File: src/rtl/bfu_pkg.sv
`timescale 1ns / 1ps
package bfu_pkg;

    localparam int HASH_W      = 32;
    localparam int NUM_HASH    = 5;
    localparam int HASH_BITS   = HASH_W * NUM_HASH;
    localparam int NUM_SHIFTS  = 4;
    localparam int NUM_PROBES  = NUM_SHIFTS * NUM_HASH;
    localparam int PROBE_W     = 5;
    localparam int IDX_W       = 64;
    localparam int BIT_SEL_W   = 6;
    localparam int DIV_STEPS   = IDX_W - BIT_SEL_W;
    localparam int DIV_CNT_W   = 6;
    localparam int WIU_W       = 17;
    localparam int APB_AW      = 3;
    localparam int APB_DW      = 32;
    localparam logic [WIU_W-1:0] WIU_RESET = 17'h10000;
    localparam logic REG_WORDS_IN_USE = 1'b0;

    localparam int PROBE_SHIFT [NUM_SHIFTS] = '{24, 28, 36, 40};

    typedef enum logic [8:0] {
        ST_CLEAR = 9'b000000001,
        ST_IDLE  = 9'b000000010,
        ST_INIT  = 9'b000000100,
        ST_DIV   = 9'b000001000,
        ST_RD    = 9'b000010000,
        ST_CHK   = 9'b000100000,
        ST_SRD   = 9'b001000000,
        ST_SWR   = 9'b010000000,
        ST_OUT   = 9'b100000000
    } state_t;

    typedef struct packed {
        logic clear_step;
        logic load;
        logic div_init;
        logic div_step;
        logic rd_issue;
        logic chk;
        logic set_wr;
        logic next_probe;
        logic probe_rst;
        logic out_load;
    } dp_cmd_t;

    typedef struct packed {
        logic clear_last;
        logic div_last;
        logic probe_last;
        logic insert;
    } dp_stat_t;

endpackage

File: src/rtl/bfu_ctrl.sv
`timescale 1ns / 1ps
module bfu_ctrl (
    input  logic              aclk,
    input  logic              aresetn,
    input  logic              s_tvalid,
    output logic              s_tready,
    output logic              m_tvalid,
    input  logic              m_tready,
    output bfu_pkg::dp_cmd_t  cmd,
    input  bfu_pkg::dp_stat_t stat
);
    import bfu_pkg::*;

    state_t state_reg, state_next;
    logic   m_tvalid_reg, m_tvalid_next;

    always_comb begin
        state_next = state_reg;
        cmd        = '0;
        s_tready   = 1'b0;
        case (state_reg)
            ST_CLEAR: begin
                cmd.clear_step = 1'b1;
                if (stat.clear_last) state_next = ST_IDLE;
            end
            ST_IDLE: begin
                s_tready = 1'b1;
                if (s_tvalid) begin
                    cmd.load   = 1'b1;
                    state_next = ST_INIT;
                end
            end
            ST_INIT: begin
                cmd.div_init = 1'b1;
                state_next   = ST_DIV;
            end
            ST_DIV: begin
                cmd.div_step = 1'b1;
                if (stat.div_last) state_next = ST_RD;
            end
            ST_RD: begin
                cmd.rd_issue = 1'b1;
                state_next   = ST_CHK;
            end
            ST_CHK: begin
                cmd.chk = 1'b1;
                if (!stat.probe_last) begin
                    cmd.next_probe = 1'b1;
                    state_next     = ST_INIT;
                end else if (stat.insert) begin
                    cmd.probe_rst = 1'b1;
                    state_next    = ST_SRD;
                end else begin
                    state_next = ST_OUT;
                end
            end
            ST_SRD: begin
                cmd.rd_issue = 1'b1;
                state_next   = ST_SWR;
            end
            ST_SWR: begin
                cmd.set_wr = 1'b1;
                if (stat.probe_last) begin
                    state_next = ST_OUT;
                end else begin
                    cmd.next_probe = 1'b1;
                    state_next     = ST_SRD;
                end
            end
            ST_OUT: begin
                if (!m_tvalid_reg || m_tready) begin
                    cmd.out_load = 1'b1;
                    state_next   = ST_IDLE;
                end
            end
            default: state_next = ST_CLEAR;
        endcase
    end

    always_comb begin
        m_tvalid_next = m_tvalid_reg;
        if (cmd.out_load) begin
            m_tvalid_next = 1'b1;
        end else if (m_tready) begin
            m_tvalid_next = 1'b0;
        end
    end

    always_ff @(posedge aclk) begin
        if (!aresetn) begin
            state_reg    <= ST_CLEAR;
            m_tvalid_reg <= 1'b0;
        end else begin
            state_reg    <= state_next;
            m_tvalid_reg <= m_tvalid_next;
        end
    end

    assign m_tvalid = m_tvalid_reg;

endmodule

File: config.mk
export PLATFORM = sky130hd
export DESIGN_NAME = bfu_ctrl
export DESIGN_NICKNAME = d
export VERILOG_FILES = /design/src/rtl/bfu_pkg.sv /design/src/rtl/bfu_ctrl.sv
export SDC_FILE = /design/constraint.sdc
export NUM_CORES = 1
export LEC_CHECK = 0
export CORE_AREA = 2 2 39 41
export DETAILED_ROUTE_END_ITERATION = 7
export DIE_AREA = 0 0 41 43
export DONT_BUFFER_PORTS = 1
export GPL_TIMING_DRIVEN = 1
export PLACE_DENSITY = 0.75
export SETUP_SLACK_MARGIN = 0.2
export SLEW_MARGIN = 40
export SYNTH_ARGS = -nofsm -noshare
export SYNTH_HDL_FRONTEND = slang
export SYNTH_SLANG_ARGS = --single-unit
export TNS_END_PERCENT = 30
File: constraint.sdc
create_clock -name aclk -period 3.5 [get_ports aclk]
set_input_delay 0.175 -clock aclk [delete_from_list [all_inputs] [get_ports aclk]]
set_output_delay 0.175 -clock aclk [all_outputs]
set_load 0.005 [all_outputs]
; Yosys cells after proc, flatten, opt, wreduce, memory -nomap -nowiden
; Index checks and enable logic that the tools add are counted.
[totals]
regBits = 10
inputBits = 8
output_inout_bits = 12
[classes]
eq_ne = 13
muxes = 26
n_reduce_logical = 6
[ops]
columns = operator, count
row1 = 9-bit case mux with 9 select lines, 1
row2 = 9-bit 2-to-1 mux, 7
row3 = 1-bit 2-to-1 mux, 18
row4 = "9-bit by 1-bit equality test with 1-bit output, second input constant", 1
row5 = "9-bit by 2-bit equality test with 1-bit output, second input constant", 1
row6 = "9-bit by 3-bit equality test with 1-bit output, second input constant", 1
row7 = "9-bit by 4-bit equality test with 1-bit output, second input constant", 1
row8 = "9-bit by 5-bit equality test with 1-bit output, second input constant", 1
row9 = "9-bit by 6-bit equality test with 1-bit output, second input constant", 1
row10 = "9-bit by 7-bit equality test with 1-bit output, second input constant", 1
row11 = "9-bit by 8-bit equality test with 1-bit output, second input constant", 1
row12 = "9-bit equality test, second input constant", 1
row13 = "2-bit inequality test, second input constant", 4
row14 = 4-bit AND reduction, 1
row15 = 2-bit OR reduction, 2
row16 = 2-bit nonzero test, 1
row17 = 1-bit logical NOT, 1
row18 = 1-bit logical OR, 1

; Logic depth before layout (Yosys ltp)
[logic_depth]
word_depth = 5
mapped_depth = 5
ltp_nobuf = 4

; Worst setup path before layout
; Ideal clock, no wire load.
[synth_path]
path_kind = register -> output
from = register state_reg[5]
to = output cmd[8] in the netlist's numbering
arrival_time_ns = 1.292
required_time_ns = 3.325
setup_slack_ns = 2.033
path_stages_with_launch = 6
n_path_buf = 1
path_cell_list = dfxtp_1 buf_6 nor4_4 nand2_2 nor3_2 and2_1
[synth_lines]
columns = item, line_no
row1 = "start, declared", bfu_ctrl.sv:14  ; state_t state_reg, state_next;
row2 = "start signal, assigned", bfu_ctrl.sv:94  ; state_reg <= state_next;
row3 = "end, declared", bfu_ctrl.sv:9  ; output bfu_pkg::dp_cmd_t cmd,

==> run_results.csv <==
group,metric,value,unit
run_status,status,"complete, no violations",
setup_path,cp-startpoint,"state_reg[5]",
cts,cts_max_path_buffers,2,
setup_path,critPathTopFamily,"simple AND/OR/NAND/NOR gates",
detailed_routing,via_count,652,
timing,max_slew_margin,66.8,%
setup_path,rr_worst_depth,4,
timing,fmax,510,MHz
timing,setup_viol,0,
detailed_routing,wire_per_inst,15.1,µm
timing,fin_crit_sh,56.0,%
pwr,power,0.000339,W
timing,hold_ws,0.00715,ns
detailed_routing,ant_nets,0,
pwr,pwr_density_cell,430,nW/µm²
cells_and_area,layout_commonest_cell,"dfxtp_1",
synth,synth_cells,94,
grt,antenna_found_initial,0,
hold_path,whs_path_depth,2,
timing,hold_viol_final,0,
cells_and_area,final_cell_area,790,µm²
cells_and_area,largest_reg_flops,9,
timing,tns,0,ns
timing,drv_slew,0,
cts,cts_root_buf,"clkbuf_4",
synth,synth-compound-area-share,17.1,%
synth,synth_xor_area_share,4.47,%
setup_path,crit_path_max_fanout,9,
setup_path,required,3.32,ns
place,gp_congestion,0.801,
hold_path,hp-class,"in -> reg",
timing,worst_slew_pin_slew,0.494,ns
grt,grt_first_pass_wirelength,2460,µm
setup_path,max_stage_delay,0.52,ns
place,io_buffers,0,
pwr,ir_drop,0.191,mV
cts,clk-insertion-delay-late,0.28,ns
cts,clk_pin_slew,0.06,ns
synth,synth-edff-count,0,
synth,synth.avg_cell_area,8.33,µm²
floorplanning,die-height,43,µm
place,placed_cell_area,757,µm²
detailed_routing,drc,0,
synth,yosysUniqueCellTypes,42,
floorplanning,die-area,1760,µm²
synth,synth-simple-area-share,45.0,%
setup_path,worstPathArrival,1.79,ns
synth,synth-adder-area-share,0,%
setup_path,path_buf_inv,0,
setup_path,worst_setup_path_start_kind,"flop",
pwr,leakagePower,0.260,nW
timing,rsz0062_at_grt,"false",
floorplanning,core,1380,µm²
hold_path,worstHoldStart,"aresetn",
floorplanning,io_pins,20,
detailed_routing,routed_wl,1620,µm
detailed_routing,drtPass1Iterations,4,
cells_and_area,area_growth,0.799,%
cts,cts_buffers,3,
setup_path,r2r_start,"state_reg[5]",
cells_and_area,diodes,0,
synth,yosysTopAreaCell,"dfxtp_1",
synth,synthTopCellsByArea,"dfxtp_1 26%, nor3b_1 3.8%, nor2_1 3.4%, xor2_1 3.4%, nand2b_1 3.2%",
setup_path,endpoint_kind,"output port",
setup_path,critPathKind,"reg -> out",
grt,overflow,0,
grt,grt_pass1_vias,592,
synth,ys_warn_count,0,
cells_and_area,layout.cells.most_common_list,"10 x dfxtp_1, 7 x nor2_1, 5 x nor3_1",
cts,tritoncts,"done",
grt,track_usage,21.4,%
setup_path,cp_slowest_cell,"nor4_4",
synth,ys_seq_area_share,25.6,%
flow_run,maxCapViolCount,0,
synth,syn_area,783,µm²
synth,muxShareOfSynthArea,0,%
cts,ctsResizeCount,0,
cells_and_area,drive_gt1_share,14.3,%
timing,period_needed,1.96,ns
cells_and_area,post-route-util,57.1,%
grt,grt_max_degree,11,
synth,synth_top_family_by_area,"simple AND/OR/NAND/NOR gates",
floorplanning,start_util,56.6,%
setup_path,cp_num_cells,4,
cells_and_area,nets,101,
detailed_routing,viasPerCell,6.09,
cts,clock-sinks,10,
floorplanning,num_rows,14,
setup_path,crit_chain,"nor4_4 > nand2_2 > nor3_2 > and2_1",
place,dp_hpwl,1210,µm
synth,synth_flop_cell,"dfxtp_1",
cts,htree_levels,1,
timing,fin_skew,0.000489,ns
synth,synth_nets,102,
synth,netlist.area_leader.share,25.6,%
synth,synthArstFlopShare,0,%
synth,synth_seq_cells,10,
floorplanning,die_w,41,µm
detailed_routing,drt_iter0_drc,8,
## cells by family after synthesis
family / Yosys count
AOI/OAI and AO/OA: 19
buffers and inverters: 11
DFF: 10
and+or+nand+nor: 50
xor gates and xnor gates: 4
## path summary, 6_finish.rpt
check                 end  slack [ns]
min          state_reg[1]       0.007
max reg2reg  state_reg[2]        1.93
min reg2reg      m_tvalid        0.58
max                cmd[8]        1.54
## synthesized netlist by cell type (2+ instances only)
cell type	n
xor2_1	3
buf_4	2
nor4_1	3
nand2_1	3
nand4b_1	2
nor3b_1	4
inv_1	4
o211ai_1	3
nor3_1	5
a21oi_1	3
buf_2	4
o21ai_0	4
o21a_1	3
nor2_1	7
nand2b_1	4
dfxtp_1	10
nor2b_1	3
and2_1	2
nand3_1	2
## metal layers
metal	routed length, µm	share of wire, %	vias to the layer above	track usage (%)
met4	44	2.7	0	14.0
met2	703	43	19	30.9
li1	-	-	333	-
met5	0	0	-	0
met3	102	6.3	5	7.33
met1	769	47	295	25.6
## through the flow
step,cells,setup slack (ns)
final,107,1.54
after global routing,107,1.39
after CTS,106,1.54
after detailed placement,103,1.85
after global placement,103,1.85
after floorplan,94,2.03
## power by group
group	switching [W]	leakage (nW)	total (W)	internal (W)
clock	0.0000432	0.0138	0.0000831	0.0000400
sequential	0.0000197	0.0811	0.000143	0.000123
combinational	0.0000639	0.165	0.000113	0.0000496
## what timing repair did
action                                  4_1_cts  5_1_grt
setup buffers                                 0        0
endpoints found under the setup margin        0        0
hold endpoints to repair                      0        1
hold buffers                                  0        1
## area by class of cell
cell class	instances	area, µm²
inverters	4	15.0
multi-input cells	73	522
repair buffers	1	10.0
fillers	134	594
well taps	16	20.0
clock buffers	3	22.5
flip-flops and latches	10	200
Power figures use the tool's default switching activity.
